**src/timed_state_sequencer_macros.svh**
```systemverilog
// ----------------------------------------------------------------------------
// timed_state_sequencer_macros
// assertion macros shared by the sequencer modules, clocked on clock and
// disabled while reset is high
// ----------------------------------------------------------------------------
`ifndef TIMED_STATE_SEQUENCER_MACROS_SVH
`define TIMED_STATE_SEQUENCER_MACROS_SVH

// same-cycle implication
`define TSS_ASSERT_IMP(lbl, ante, cons, msg) \
   lbl: assert property (@(posedge clock) disable iff (reset) (ante) |-> (cons)) \
      else $error(msg);

// next-cycle implication
`define TSS_ASSERT_NXT(lbl, ante, cons, msg) \
   lbl: assert property (@(posedge clock) disable iff (reset) (ante) |=> (cons)) \
      else $error(msg);

`endif

```
**src/tss_pkg.sv**
```systemverilog
// ----------------------------------------------------------------------------
// tss_pkg
// types, codes and sizes shared by the timed state sequencer modules
// ----------------------------------------------------------------------------
`default_nettype none

package tss_pkg;

   localparam int MAX_STATES = 16;
   localparam int IDX_W      = $clog2(MAX_STATES);
   localparam int CNT_W      = $clog2(MAX_STATES + 1);
   localparam int DWELL_W    = 16;
   localparam int TURNS_W    = 8;
   localparam int CSR_W      = 16;
   localparam int CSR_ADDR_W = 3;

   // reset value of both reload registers and of the dwell counter
   localparam logic [DWELL_W-1:0] RELOAD_INIT = DWELL_W'(1);

   typedef enum logic [1:0] {
      CMD_TICK     = 2'd0,
      CMD_ADVANCE  = 2'd1,
      CMD_SCHEDULE = 2'd2,
      CMD_WRITE    = 2'd3
   } cmd_type;

   typedef enum logic [1:0] {
      EV_ACK   = 2'd0,
      EV_LEAVE = 2'd1,
      EV_ENTER = 2'd2
   } event_type;

   typedef enum logic [CSR_ADDR_W-1:0] {
      CSR_RUN_ENABLED    = 3'd0,
      CSR_MANUAL_MODE    = 3'd1,
      CSR_STEP_FORWARD   = 3'd2,
      CSR_STATE_COUNT    = 3'd3,
      CSR_DEFAULT_RELOAD = 3'd4,
      CSR_IDLE_RELOAD    = 3'd5
   } csr_type;

   typedef enum logic [2:0] {
      ST_IDLE,
      ST_EXEC,
      ST_READ,
      ST_SEND0,
      ST_SEND1
   } seq_state_type;

   typedef struct packed {
      logic [DWELL_W-1:0] dwell;
      logic [TURNS_W-1:0] turns;
   } entry_type;

   typedef struct packed {
      event_type        ev;
      logic [IDX_W-1:0] st;
      logic             acc;
      logic             last;
   } res_type;

   // controller to datapath
   typedef struct packed {
      logic load_item;
      logic exec;
      logic apply_read;
      logic send_sel;
   } dp_cmd_type;

   // datapath to controller
   typedef struct packed {
      logic need_read;
      logic has_res;
      logic two_res;
   } dp_stat_type;

endpackage

`default_nettype wire

```
**src/timed_state_sequencer.sv**
```systemverilog
// ----------------------------------------------------------------------------
// timed_state_sequencer
// timed state table sequencer with tick, manual advance, jump scheduling and
// table write transactions; emits leave, enter and acknowledge events
// ----------------------------------------------------------------------------
// sequence: after accept the controller runs the execute step, then the table
//   read when a state is entered (the entry table read is registered), then
//   hands out each result; a new transaction is taken only back in idle, and
//   each result waits on rsp_tready; a tick with no result ends after execute
// reset: synchronous, active high; clears control state and the entry enable
//   and pending bits, table contents stay undefined until written
`default_nettype none

module timed_state_sequencer (
   input  wire logic                           clock,
   input  wire logic                           reset,
   // tuser: command[1:0]
   input  wire logic [1:0]                     req_tuser,
   // tdata: state_index[3:0], dwell_ticks[19:4], repeat_count[27:20],
   //        entry_enabled[28], entry_pending[29], zero[31:30]
   input  wire logic [31:0]                    req_tdata,
   input  wire logic                           req_tvalid,
   output logic                                req_tready,
   // tuser: event_res[1:0]
   output logic [1:0]                          rsp_tuser,
   // tdata: event_state[3:0], accepted[4], zero[7:5]
   output logic [7:0]                          rsp_tdata,
   output logic                                rsp_tlast,
   output logic                                rsp_tvalid,
   input  wire logic                           rsp_tready,
   input  wire logic                           csr_we,
   input  wire logic [tss_pkg::CSR_ADDR_W-1:0] csr_addr,
   input  wire logic [tss_pkg::CSR_W-1:0]      csr_wdata
);

   tss_pkg::dp_cmd_type  dp_cmd;
   tss_pkg::dp_stat_type dp_stat;

   tss_ctrl u_ctrl (
      .clock      (clock),
      .reset      (reset),
      .req_tvalid (req_tvalid),
      .req_tready (req_tready),
      .rsp_tvalid (rsp_tvalid),
      .rsp_tready (rsp_tready),
      .stat       (dp_stat),
      .cmd        (dp_cmd)
   );

   tss_dpath u_dpath (
      .clock     (clock),
      .reset     (reset),
      .cmd       (dp_cmd),
      .stat      (dp_stat),
      .req_tuser (req_tuser),
      .req_tdata (req_tdata),
      .rsp_tuser (rsp_tuser),
      .rsp_tdata (rsp_tdata),
      .rsp_tlast (rsp_tlast),
      .csr_we    (csr_we),
      .csr_addr  (csr_addr),
      .csr_wdata (csr_wdata)
   );

endmodule

`default_nettype wire

```
**src/tss_ctrl.sv**
```systemverilog
// ----------------------------------------------------------------------------
// tss_ctrl
// sequencing state machine: takes a transaction, runs the datapath through
// execute and, when a state is entered, table read, then hands out up to two results
// ----------------------------------------------------------------------------
`default_nettype none
`include "timed_state_sequencer_macros.svh"

module tss_ctrl (
   input  wire logic                 clock,
   input  wire logic                 reset,
   input  wire logic                 req_tvalid,
   output logic                      req_tready,
   output logic                      rsp_tvalid,
   input  wire logic                 rsp_tready,
   input  wire tss_pkg::dp_stat_type stat,
   output tss_pkg::dp_cmd_type       cmd
);

   tss_pkg::seq_state_type state_ff, state_in;

   always_ff @(posedge clock) begin
      if (reset) begin
         state_ff <= tss_pkg::ST_IDLE;
      end else begin
         state_ff <= state_in;
      end
   end

   always_comb begin
      state_in   = state_ff;
      req_tready = 1'b0;
      rsp_tvalid = 1'b0;
      cmd        = '0;
      unique case (state_ff)
         tss_pkg::ST_IDLE: begin
            req_tready = 1'b1;
            if (req_tvalid) begin
               cmd.load_item = 1'b1;
               state_in      = tss_pkg::ST_EXEC;
            end
         end
         tss_pkg::ST_EXEC: begin
            cmd.exec = 1'b1;
            priority if (stat.need_read) begin
               state_in = tss_pkg::ST_READ;
            end else if (stat.has_res) begin
               state_in = tss_pkg::ST_SEND0;
            end else begin
               state_in = tss_pkg::ST_IDLE;
            end
         end
         tss_pkg::ST_READ: begin
            cmd.apply_read = 1'b1;
            state_in       = tss_pkg::ST_SEND0;
         end
         tss_pkg::ST_SEND0: begin
            rsp_tvalid = 1'b1;
            if (rsp_tready) begin
               state_in = stat.two_res ? tss_pkg::ST_SEND1 : tss_pkg::ST_IDLE;
            end
         end
         tss_pkg::ST_SEND1: begin
            rsp_tvalid   = 1'b1;
            cmd.send_sel = 1'b1;
            if (rsp_tready) begin
               state_in = tss_pkg::ST_IDLE;
            end
         end
         default: begin
            state_in = tss_pkg::ST_IDLE;
         end
      endcase
   end

   `TSS_ASSERT_NXT(a_accept_then_exec, req_tvalid && req_tready, state_ff == tss_pkg::ST_EXEC, "accepted transaction not executed")
   `TSS_ASSERT_NXT(a_read_then_send, state_ff == tss_pkg::ST_READ, state_ff == tss_pkg::ST_SEND0, "table read not followed by a result")
   `TSS_ASSERT_IMP(a_second_needs_two, state_ff == tss_pkg::ST_SEND1, stat.two_res && ($past(state_ff) == tss_pkg::ST_SEND0 || $past(state_ff) == tss_pkg::ST_SEND1), "second result sent without two results")

endmodule

`default_nettype wire

```
**src/tss_dpath.sv**
```systemverilog
// ----------------------------------------------------------------------------
// tss_dpath
// sequencer datapath: control registers, entry table, dwell and turn
// counters, pending search and result registers
// ----------------------------------------------------------------------------
`default_nettype none
`include "timed_state_sequencer_macros.svh"

module tss_dpath (
   input  wire logic                              clock,
   input  wire logic                              reset,
   input  wire tss_pkg::dp_cmd_type               cmd,
   output tss_pkg::dp_stat_type                   stat,
   input  wire logic [1:0]                        req_tuser,
   input  wire logic [31:0]                       req_tdata,
   output logic [1:0]                             rsp_tuser,
   output logic [7:0]                             rsp_tdata,
   output logic                                   rsp_tlast,
   input  wire logic                              csr_we,
   input  wire logic [tss_pkg::CSR_ADDR_W-1:0]    csr_addr,
   input  wire logic [tss_pkg::CSR_W-1:0]         csr_wdata
);

   localparam int N   = tss_pkg::MAX_STATES;
   localparam int IW  = tss_pkg::IDX_W;
   localparam int CW  = tss_pkg::CNT_W;
   localparam int DW  = tss_pkg::DWELL_W;
   localparam int TW  = tss_pkg::TURNS_W;

   // configuration
   logic          run_ff, run_in, manual_ff, manual_in, fwd_ff, fwd_in;
   logic [CW-1:0] count_ff, count_in;
   logic [DW-1:0] dreload_ff, dreload_in, ireload_ff, ireload_in;

   // sequencer state
   logic [N-1:0]  en_ff, en_in, pend_ff, pend_in;
   logic [IW-1:0] cur_ff, cur_in, pos_ff, pos_in, jtgt_ff, jtgt_in;
   logic          cur_valid_ff, cur_valid_in, pos_valid_ff, pos_valid_in;
   logic          jpend_ff, jpend_in, timing_ff, timing_in;
   logic [TW-1:0] turns_ff, turns_in;
   logic [DW-1:0] dwell_ff, dwell_in;

   // held transaction
   tss_pkg::cmd_type cmd_ff;
   logic [IW-1:0]    idx_ff;
   logic [DW-1:0]    idwell_ff;
   logic [TW-1:0]    iturns_ff;
   logic             ien_ff, ipend_ff;

   // results and table read
   tss_pkg::res_type   res_ff [2];
   tss_pkg::res_type   res_in [2];
   logic [1:0]         res_cnt_ff, res_cnt_in;
   logic [IW-1:0]      eidx_ff;
   logic               epend_ff;
   tss_pkg::entry_type mem [N];
   tss_pkg::entry_type rd_ff;

   // decode of the held transaction
   logic [CW-1:0] n_used;
   logic          is_tick, is_adv, is_sched, is_wr, sched_ok, acc_val;
   logic          tick_live, do_handle, repeat_hit, do_switch;
   logic [IW-1:0] pos_next;
   logic [CW-1:0] pos_inc;
   logic [N-1:0]  pend_mask;
   logic [IW-1:0] found_idx;
   logic          found, take_pend, take_pos, enter_hit, leave_sw;
   logic [IW-1:0] enter_idx;
   logic [1:0]    ev_cnt;

   always_comb begin
      n_used    = (count_ff > CW'(N)) ? CW'(N) : count_ff;
      is_tick   = (cmd_ff == tss_pkg::CMD_TICK);
      is_adv    = (cmd_ff == tss_pkg::CMD_ADVANCE);
      is_sched  = (cmd_ff == tss_pkg::CMD_SCHEDULE);
      is_wr     = (cmd_ff == tss_pkg::CMD_WRITE);
      sched_ok  = ({1'b0, idx_ff} < n_used);
      tick_live = is_tick && run_ff && timing_ff;
      do_handle = (tick_live && (dwell_ff == '0)) || (is_adv && run_ff && manual_ff);
      repeat_hit = do_handle && (turns_ff != '0) && cur_valid_ff;
      do_switch  = do_handle && !repeat_hit && (n_used != '0);

      pos_inc = {1'b0, pos_ff} + CW'(1);
      priority if (jpend_ff) begin
         pos_next = jtgt_ff;
      end else if (fwd_ff) begin
         pos_next = (!pos_valid_ff || pos_inc >= n_used) ? '0 : pos_inc[IW-1:0];
      end else begin
         pos_next = (pos_valid_ff && pos_ff != '0) ? pos_ff - IW'(1)
                                                    : IW'(n_used - CW'(1));
      end

      // lowest pending entry among those in use
      for (int i = 0; i < N; i++) begin
         pend_mask[i] = pend_ff[i] && (CW'(i) < n_used);
      end
      found_idx = '0;
      for (int i = N - 1; i >= 0; i--) begin
         if (pend_mask[i]) begin
            found_idx = IW'(i);
         end
      end
      found = |pend_mask;

      take_pend = found && en_ff[found_idx];
      take_pos  = !take_pend && ({1'b0, pos_next} < n_used) && en_ff[pos_next];
      enter_hit = do_switch && (take_pend || take_pos);
      enter_idx = take_pend ? found_idx : pos_next;
      leave_sw  = do_switch && cur_valid_ff;

      unique case (cmd_ff)
         tss_pkg::CMD_TICK:     acc_val = 1'b0;
         tss_pkg::CMD_ADVANCE:  acc_val = run_ff;
         tss_pkg::CMD_SCHEDULE: acc_val = sched_ok;
         tss_pkg::CMD_WRITE:    acc_val = 1'b1;
         default:               acc_val = 1'b0;
      endcase

      ev_cnt = repeat_hit ? 2'd2 : (2'(leave_sw) + 2'(enter_hit));
   end

   assign stat.need_read = enter_hit;
   assign stat.has_res   = (ev_cnt != '0) || !is_tick;
   assign stat.two_res   = (res_cnt_ff == 2'd2);

   always_comb begin
      run_in       = run_ff;
      manual_in    = manual_ff;
      fwd_in       = fwd_ff;
      count_in     = count_ff;
      dreload_in   = dreload_ff;
      ireload_in   = ireload_ff;
      en_in        = en_ff;
      pend_in      = pend_ff;
      cur_in       = cur_ff;
      cur_valid_in = cur_valid_ff;
      pos_in       = pos_ff;
      pos_valid_in = pos_valid_ff;
      jpend_in     = jpend_ff;
      jtgt_in      = jtgt_ff;
      timing_in    = timing_ff;
      turns_in     = turns_ff;
      dwell_in     = dwell_ff;
      res_in       = res_ff;
      res_cnt_in   = res_cnt_ff;

      if (cmd.exec) begin
         if (tick_live) begin
            dwell_in = (dwell_ff == '0) ? dreload_ff : dwell_ff - DW'(1);
         end
         if (repeat_hit) begin
            turns_in = turns_ff - TW'(1);
         end
         if (do_switch) begin
            pos_in       = pos_next;
            pos_valid_in = 1'b1;
            jpend_in     = 1'b0;
            cur_valid_in = 1'b0;
            if (enter_hit) begin
               cur_in       = enter_idx;
               cur_valid_in = 1'b1;
               if (manual_ff) begin
                  timing_in = 1'b0;
               end
               if (take_pend) begin
                  pend_in[found_idx] = 1'b0;
               end
            end else begin
               dwell_in = ireload_ff;
               if (manual_ff) begin
                  timing_in = 1'b1;
               end
            end
         end
         if (is_sched && sched_ok) begin
            jpend_in = 1'b1;
            jtgt_in  = idx_ff;
         end
         if (is_wr) begin
            en_in[idx_ff]   = ien_ff;
            pend_in[idx_ff] = ipend_ff;
         end

         // results in order: leave first, then enter, else a plain acknowledge
         res_cnt_in = (ev_cnt == '0) ? 2'(!is_tick) : ev_cnt;
         res_in[1]  = '{ev: tss_pkg::EV_ENTER, st: repeat_hit ? cur_ff : enter_idx,
                        acc: acc_val, last: 1'b1};
         priority if (repeat_hit || leave_sw) begin
            // a leave with nothing entered afterwards is the last result of the transaction
            res_in[0] = '{ev: tss_pkg::EV_LEAVE, st: cur_ff, acc: acc_val,
                           last: !(repeat_hit || enter_hit)};
         end else if (enter_hit) begin
            res_in[0] = '{ev: tss_pkg::EV_ENTER, st: enter_idx, acc: acc_val,
                           last: 1'b1};
         end else begin
            res_in[0] = '{ev: tss_pkg::EV_ACK, st: idx_ff, acc: acc_val,
                           last: 1'b1};
         end
      end

      // entered entry: dwell and turns come from the table
      if (cmd.apply_read) begin
         dwell_in = rd_ff.dwell;
         if (epend_ff) begin
            if (rd_ff.turns > TW'(1)) begin
               turns_in = rd_ff.turns - TW'(1);
            end else begin
               turns_in      = '0;
               en_in[eidx_ff] = 1'b0;
            end
         end else begin
            turns_in = (rd_ff.turns != '0) ? rd_ff.turns - TW'(1) : '0;
         end
      end

      if (csr_we) begin
         unique case (csr_addr)
            tss_pkg::CSR_RUN_ENABLED: begin
               run_in = csr_wdata[0];
               if (!manual_ff) begin
                  timing_in = csr_wdata[0];
               end
            end
            tss_pkg::CSR_MANUAL_MODE: begin
               manual_in = csr_wdata[0];
               timing_in = !csr_wdata[0];
            end
            tss_pkg::CSR_STEP_FORWARD: begin
               fwd_in = csr_wdata[0];
            end
            tss_pkg::CSR_STATE_COUNT: begin
               count_in = csr_wdata[CW-1:0];
               if (csr_wdata[CW-1:0] == '0) begin
                  en_in        = '0;
                  pend_in      = '0;
                  cur_valid_in = 1'b0;
                  jpend_in     = 1'b0;
                  turns_in     = '0;
               end
            end
            tss_pkg::CSR_DEFAULT_RELOAD: begin
               dreload_in = csr_wdata[DW-1:0];
            end
            tss_pkg::CSR_IDLE_RELOAD: begin
               ireload_in = csr_wdata[DW-1:0];
            end
            default: begin
            end
         endcase
      end
   end

   always_ff @(posedge clock) begin
      if (reset) begin
         run_ff       <= 1'b1;
         manual_ff    <= 1'b0;
         fwd_ff       <= 1'b1;
         count_ff     <= '0;
         dreload_ff   <= tss_pkg::RELOAD_INIT;
         ireload_ff   <= tss_pkg::RELOAD_INIT;
         en_ff        <= '0;
         pend_ff      <= '0;
         cur_ff       <= '0;
         cur_valid_ff <= 1'b0;
         pos_ff       <= '0;
         pos_valid_ff <= 1'b0;
         jpend_ff     <= 1'b0;
         jtgt_ff      <= '0;
         timing_ff    <= 1'b1;
         turns_ff     <= '0;
         dwell_ff     <= tss_pkg::RELOAD_INIT;
         res_cnt_ff   <= '0;
      end else begin
         run_ff       <= run_in;
         manual_ff    <= manual_in;
         fwd_ff       <= fwd_in;
         count_ff     <= count_in;
         dreload_ff   <= dreload_in;
         ireload_ff   <= ireload_in;
         en_ff        <= en_in;
         pend_ff      <= pend_in;
         cur_ff       <= cur_in;
         cur_valid_ff <= cur_valid_in;
         pos_ff       <= pos_in;
         pos_valid_ff <= pos_valid_in;
         jpend_ff     <= jpend_in;
         jtgt_ff      <= jtgt_in;
         timing_ff    <= timing_in;
         turns_ff     <= turns_in;
         dwell_ff     <= dwell_in;
         res_cnt_ff   <= res_cnt_in;
      end
   end

   // payload registers
   always_ff @(posedge clock) begin
      res_ff <= res_in;
      if (cmd.load_item) begin
         cmd_ff    <= tss_pkg::cmd_type'(req_tuser);
         idx_ff    <= req_tdata[IW-1:0];
         idwell_ff <= req_tdata[IW+DW-1:IW];
         iturns_ff <= req_tdata[IW+DW+TW-1:IW+DW];
         ien_ff    <= req_tdata[IW+DW+TW];
         ipend_ff  <= req_tdata[IW+DW+TW+1];
      end
      if (cmd.exec) begin
         eidx_ff  <= enter_idx;
         epend_ff <= take_pend;
      end
   end

   // entry table: one write port, one registered read port
   always_ff @(posedge clock) begin
      if (cmd.exec && is_wr) begin
         mem[idx_ff] <= '{dwell: idwell_ff, turns: iturns_ff};
      end
      if (cmd.exec) begin
         rd_ff <= mem[enter_idx];
      end
   end

   assign rsp_tuser = res_ff[cmd.send_sel].ev;
   assign rsp_tdata = {3'b000, res_ff[cmd.send_sel].acc, res_ff[cmd.send_sel].st};
   assign rsp_tlast = res_ff[cmd.send_sel].last;

   `TSS_ASSERT_NXT(a_read_follows_enter, cmd.exec && stat.need_read, cmd.apply_read, "table read not applied after entering")
   `TSS_ASSERT_IMP(a_read_only_after_exec, cmd.apply_read, $past(cmd.exec), "table read applied without execute")
   `TSS_ASSERT_IMP(a_res_cnt_range, 1'b1, res_cnt_ff != 2'd3, "result count out of range")

endmodule

`default_nettype wire
```
**config.mk**
```make
export PLATFORM = sky130hd
export DESIGN_NAME = timed_state_sequencer
export DESIGN_NICKNAME = d
export VERILOG_FILES = /design/src/tss_pkg.sv /design/src/timed_state_sequencer.sv /design/src/tss_ctrl.sv /design/src/tss_dpath.sv
export VERILOG_INCLUDE_DIRS = /design/src /design/src/src
export SDC_FILE = /design/constraint.sdc
export NUM_CORES = 1
export LEC_CHECK = 0
export BUFFER_PORTS_ARGS = -buffer_cell sky130_fd_sc_hd__buf_4
export CORE_UTILIZATION = 35
export CTS_CLUSTER_DIAMETER = 80
export DETAILED_ROUTE_END_ITERATION = 7
export GPL_TIMING_DRIVEN = 0
export SYNTH_ARGS = -nofsm -noshare
export SYNTH_HDL_FRONTEND = slang
export SYNTH_SLANG_ARGS = --single-unit
```
**constraint.sdc**
```tcl
create_clock -name clock -period 5.2 [get_ports clock]
set_clock_uncertainty 0.15 [all_clocks]
set_input_delay 0 -clock clock [delete_from_list [all_inputs] [get_ports clock]]
set_output_delay 0 -clock clock [all_outputs]
set_load 0.005 [all_outputs]
```
==> reports/results.tsv, run 1 <==
metric	value	unit
outcome	finished, final reports clean	
ys_types	80	
grt_pass1_wl	102	mm
synth_ff_type	edfxtp_1	
drv_slew	0	
core	0.0689	mm²
syn_avg_cell_area	13.3	µm²
finalHoldViolCount	0	
numCtsBuffers	60	
via_per_inst	5.34	
tightest_slew	1290	ps
finalCoreUtilization	43.9	%
post-route-period-util	98.6	%
grt_pass1_vias	16400	
antenna_found_initial	1	
grt_max_degree	29	
wirelength	69.3	mm
whs	45.6	ps
syn-cell-area	0.0245	mm²
yosysTopAreaCellShare	56.0	%
post_layout_nonfiller_instances	3082	
p_per_area	347	mW/mm²
track_usage	19.3	%
clk_latency	640	ps
drt_first_pass_iters	5	
criticalPathCategory	reg2reg	
hold_path.class	in2reg	
globalplace.congestion	0.850	
synth_edf_count	457	
yosysMostFrequentCell	edfxtp_1	
drive_above_1_share	15.6	%
final.min_clock_period	5130	ps
max_freq	0.195	GHz
drtIter0Drc	1467	
max_slew_margin	13.1	%
cts_max_level	2	
ant_nets	0	
worstPathRequired	5390	ps
fin_nets	2179	
max-clock-path-buffers	3	
p_leak	11.2	nW
grt_setup_unrepaired	false	
start_util	35.5	%
dieArea	0.0711	mm²
critPathCaptureType	register	
synthTopCellsByCount	edfxtp_1 (457), mux2i_1 (237), nand2_1 (158)	
dp_slack	-1160	ps
finalSetupViolCount	0	
synthCells	1840	
die_y	267	µm
port_buffers	63	
cts_tree	done	
grt-ovfl-total	0	
ios	71	
cts_root_buf	clkbuf_16	
syn2layout_area_growth	23.5	%
synth_top_area_cell	edfxtp_1	
start_kind	register	
dpl.hpwl	45.9	mm
routed-via-count	16500	
cap_violations	0	
yosys_warnings	0	
clk_pin_slew	60	ps
wl_per_cell	22.5	µm
synth_seq_area_share	65.6	%
die_width	267	µm
n_antenna_cell	0	
cp_max_fo	10	
drcViolationCount	0	
num_rows	96	
peakVddDrop	312	µV
cts.sinks	574	
placed_cells	2856	
finalPower	0.0105	W
crit_arrival	5320	ps
synthTopCellsByArea	edfxtp_1 (56%), mux2i_1 (9.7%), dfxtp_1 (9.6%)	
layout_setup_ws	73.2	ps
synth_async_sr_flop_share	0	%
synth_seq_cells	574	
[worst max-delay path, stage by stage, from the launching register on]
cell and delay, ps:
dfxtp_1 290, buf_2 180, a311o_1 370, a221o_1 350, a211oi_2 270, o21ai_2 120, nand2_1 130, mux2_2 350
a221o_1 440, a32oi_2 440, nor3_1 190, a31oi_4 380, clkbuf_2 400, o22ai_1 180, or4_1 590
[registers in the layout, indices dropped and copies added (netlist names), 12 cells and up]
| name | flops |
|---|---|
| u_dpath.mem | 384 |
| u_dpath.res_ff | 12 |
| u_dpath.dreload_ff | 16 |
| u_dpath.pend_ff | 16 |
| u_dpath.idwell_ff | 16 |
| u_dpath.ireload_ff | 16 |
| u_dpath.rd_ff | 24 |
| u_dpath.en_ff | 16 |
| u_dpath.dwell_ff | 16 |
[path summary, 6_finish.rpt]
kind                              start                     end  slack [ps]  depth (start not counted)
setup reg to reg    u_dpath.count_ff[2]        u_dpath.rd_ff[5]          70                         14
hold reg to reg   u_dpath.ireload_ff[3]   u_dpath.ireload_ff[3]         310                          2
setup / recovery    u_dpath.count_ff[2]        u_dpath.rd_ff[5]          70                         14
hold / removal            csr_wdata[13]  u_dpath.ireload_ff[13]          50                          4
[stage by stage]
stage / TNS, ps / cell area (µm²)
3_5_place_dp: -35490 / 26700
5_1_grt: 0 / 30300
6_report: 0 / 30300
2_1_floorplan: 0 / 24500
3_3_place_gp: -60780 / 26200
4_1_cts: 0 / 30200
[timing repair]
item / in CTS / in global routing
cloned: 1 / 0
setup endpoints to repair: 54 / 43
resized for setup: 62 / 22
buffers inserted: 8 / 3
hold buffers: 102 / 0
endpoints found under the hold margin: 104 / 0
pin swaps: 5 / 4
[cell type report]
class	instances	area, µm²
plain buffers	103	592
clock buffers	68	1550
clock inverters	45	572
fillers	6308	38700
inverters	31	116
multi-input cells	1134	8200
flip-flops and latches	574	16100
well taps	931	1160
repair buffers	196	2000
[per-layer routing]
layer,global-route usage [%],wire [µm],up-vias
met5,0,0,-
met4,6.00,1880,0
met2,30.8,31600,569
met1,26.7,31100,8154
met3,3.54,4750,117
li1,-,-,7626
[power by group]
group | switching (W) | leakage (nW) | internal [W]
combinational | 0.000439 | 5.12 | 0.000307
sequential | 0.000111 | 5.09 | 0.00508
clock | 0.00183 | 1.03 | 0.00275
total | 0.00238 | 11.2 | 0.00813
[placed cells by master (no fill, tap or decap), drive strengths merged, types with 12 or more instances in the layout]
master	instances
clkinv	29
buf	136
o21ai	54
bufinv	12
a211oi	19
mux2	17
ha	21
a21oi	87
clkbuf	129
mux2i	237
nand2b	14
nand3	24
or4	30
dlygate4sd3	102
dfxtp	117
xor2	12
a22oi	20
nor3	43
edfxtp	457
o22ai	110
o22a	16
inv	31
nand2	158
nor2	102
[cell families (layout without fill, tap and decap cells)]
group,count (synthesis),count (layout),synth area share (%)
adder cells (fa/ha/maj),21,21,1.07
multiplexers,254,254,10.5
AND/OR/NAND/NOR,434,434,8.40
AO/OA/AOI/OAI,398,399,11.0
other,1,3,0.0153
XOR/XNOR,23,23,0.822
buffers and inverters,135,443,2.58
flip-flops,574,574,65.6
(Power assumes the default switching activity.)
==> run 2, diff against run 1 <==
--- a/config.mk
+++ b/config.mk
@@ -11,6 +11,7 @@
 export CTS_CLUSTER_DIAMETER = 80
 export DETAILED_ROUTE_END_ITERATION = 7
 export GPL_TIMING_DRIVEN = 0
+export PLACE_DENSITY = 0.48
 export SYNTH_ARGS = -nofsm -noshare
 export SYNTH_HDL_FRONTEND = slang
 export SYNTH_SLANG_ARGS = --single-unit
==> reports/results.tsv, run 2 (synthesis gave the netlist of run 1 again) <==
metric	value	unit	change
outcome	finished, final reports clean		
dieArea	0.0711	mm²	unchanged
timing.rr.start	u_dpath.count_ff[2]		
r2r_slack	110	ps	+40 ps
drive_above_1_share	15.8	%	+0.16 points
die_width	267	µm	unchanged
drv_slew	0		unchanged
antenna_found_initial	1		unchanged
grt_pass1_vias	16300		-0.44%
finalSetupViolCount	0		unchanged
startpoint	u_dpath.count_ff[2]		
clk_pin_slew	60	ps	about the same
peakVddDrop	254	µV	-19%
cap_violations	0		unchanged
start_kind	register		
grt_pass1_wl	107	mm	+4.3%
rr_endpoint	u_dpath.rd_ff[17]		
critPathMaxStageDelay	590	ps	about the same
numCtsBuffers	66		+10%
grt_max_degree	35		+21%
die_y	267	µm	unchanged
cp_num_buf_inv	3		+1
max_slew_margin	27.4	%	+14 points
grt-ovfl-total	0		unchanged
drt_first_pass_iters	5		unchanged
reg_top3	u_dpath.mem (384), u_dpath.rd_ff (24)		
critPathSlowestCell	or4_1		
clk_latency	610	ps	-30 ps
syn2layout_area_growth	24.0	%	
finalHoldViolCount	0		unchanged
start_util	35.5	%	unchanged
largest_register	u_dpath.mem		
ios	71		unchanged
port_buffers	63		unchanged
n_antenna_cell	0		unchanged
endpoint	u_dpath.rd_ff[17]		
cts_max_level	3		+1
max_freq	0.197	GHz	+0.82%
max-clock-path-buffers	3		unchanged
drcViolationCount	0		unchanged
cp_num_cells	15		+1
post-route-period-util	97.8	%	-0.80 points
cp_top_family	compound AO/OA/AOI/OAI gates		
p_per_area	347	mW/mm²	-0.16%
ant_nets	0		unchanged
wirelength	73.2	mm	+5.6%
crit_path_cell_trace	buf_2, a311o_1, a221o_1, a211oi_2, o21ai_2, nand2_1, mux2_2, a221o_1, a32oi_4, buf_4, nor3_1, a31oi_4, buf_4, o22ai_1, or4_1		
critPathCaptureType	register		
hold_path.class	in2reg		
cp_max_fo	10		unchanged
track_usage	20.6	%	+1.3 points
core	0.0689	mm²	unchanged
routed-via-count	16400		-0.29%
worstPathRequired	5360	ps	-30 ps
cts_tree	done		
p_leak	11.3	nW	+0.48%
tightest_slew	1090	ps	-206 ps
wl_per_cell	23.7	µm	+5.5%
final_area	0.0304	mm²	+0.38%
layout_common_cells	edfxtp_1 (457), mux2i_1 (236), nand2_1 (158), dfxtp_1 (117), o22ai_1 (109)		
num_rows	96		unchanged
cts_root_buf	clkbuf_16		
dpl_cell_area	0.0267	mm²	about the same
globalplace.congestion	0.838		-1.3%
final_common_cell	edfxtp_1		
cts.sinks	574		unchanged
setup-tns-final	0	ps	unchanged
dpl.hpwl	48.1	mm	+4.8%
crit_arrival	5240	ps	-80 ps
fin_nets	2186		+0.32%
criticalPathCategory	reg2reg		
rr_worst_depth	15		+1
hold_depth	3		-1
drtIter0Drc	1435		-2.2%
largest_reg_flops	384		unchanged
final.min_clock_period	5090	ps	-41.6 ps
finalCoreUtilization	44.1	%	+0.17 points
via_per_inst	5.32		-0.38%
-- run 2: area by class of cell --
| cell class | instances | area (µm²) |
|---|---|---|
| fill | 6286 | 38600 |
| sequential | 574 | 16100 |
| multi-input combinational | 1134 | 8240 |
| timing repair buffer | 197 | 2050 |
| clock buffer | 81 | 1720 |
| tap | 931 | 1160 |
| buffer | 103 | 632 |
| clock inverter | 34 | 388 |
| inverter | 31 | 120 |
-- run 2: per-stage QoR --
stage | hold WS (ps) | total power (W) | setup slack, ps | std cells
after floorplan | -51.1 | 0.00566 | 447 | 1842
after global placement | 27.8 | 0.00595 | -1390 | 2836
after detailed placement | 29.4 | 0.00597 | -1160 | 2857
after CTS | 17.9 | 0.0106 | 0.354 | 3084
after global routing | 58.9 | 0.0109 | -29.4 | 3085
final | 47.1 | 0.0105 | 115 | 3085
-- run 2: where the power goes --
group,internal (W),switching [W],total [W]
sequential,0.00508,0.000112,0.00519
combinational,0.000318,0.000452,0.000770
clock,0.00267,0.00190,0.00457
total,0.00807,0.00246,0.0105
-- run 2: worst min-delay path, delay by kind of cell --
family                 cells  cell delay, ps
buffers and inverters      2             660
AO/OA/AOI/OAI              1              90
-- run 2: per-layer routing --
metal  GRT usage (%)  part of all wire [%]  vias up
li1                -                     -     7644
met1            28.4                    46     8178
met2            33.7                    47      468
met3            2.80                   4.7      129
met4            6.42                   2.7        0
met5               0                     0        -
-- run 2: what timing repair did --
| item | in CTS | in global routing |
|---|---|---|
| pin swaps | 5 | 4 |
| hold buffers | 98 | 0 |
| hold endpoints to repair | 107 | 0 |
| resized for setup | 68 | 41 |
| buffers inserted | 13 | 2 |
| setup endpoints to repair | 56 | 47 |
| cloned | 1 | 0 |
-- run 2: worst min-delay path by stage --
stage,from,end,slack (ps)
after floorplan,req_tuser[0],u_dpath.cmd_ff[0],-50
after CTS,csr_wdata[12],u_dpath.ireload_ff[12],20
final,rsp_tready,u_ctrl.state_ff[1],50
after global routing,csr_wdata[12],u_dpath.dreload_ff[12],60
after detailed placement,req_tdata[6],u_dpath.idwell_ff[2],30
after global placement,req_tdata[25],u_dpath.iturns_ff[5],30
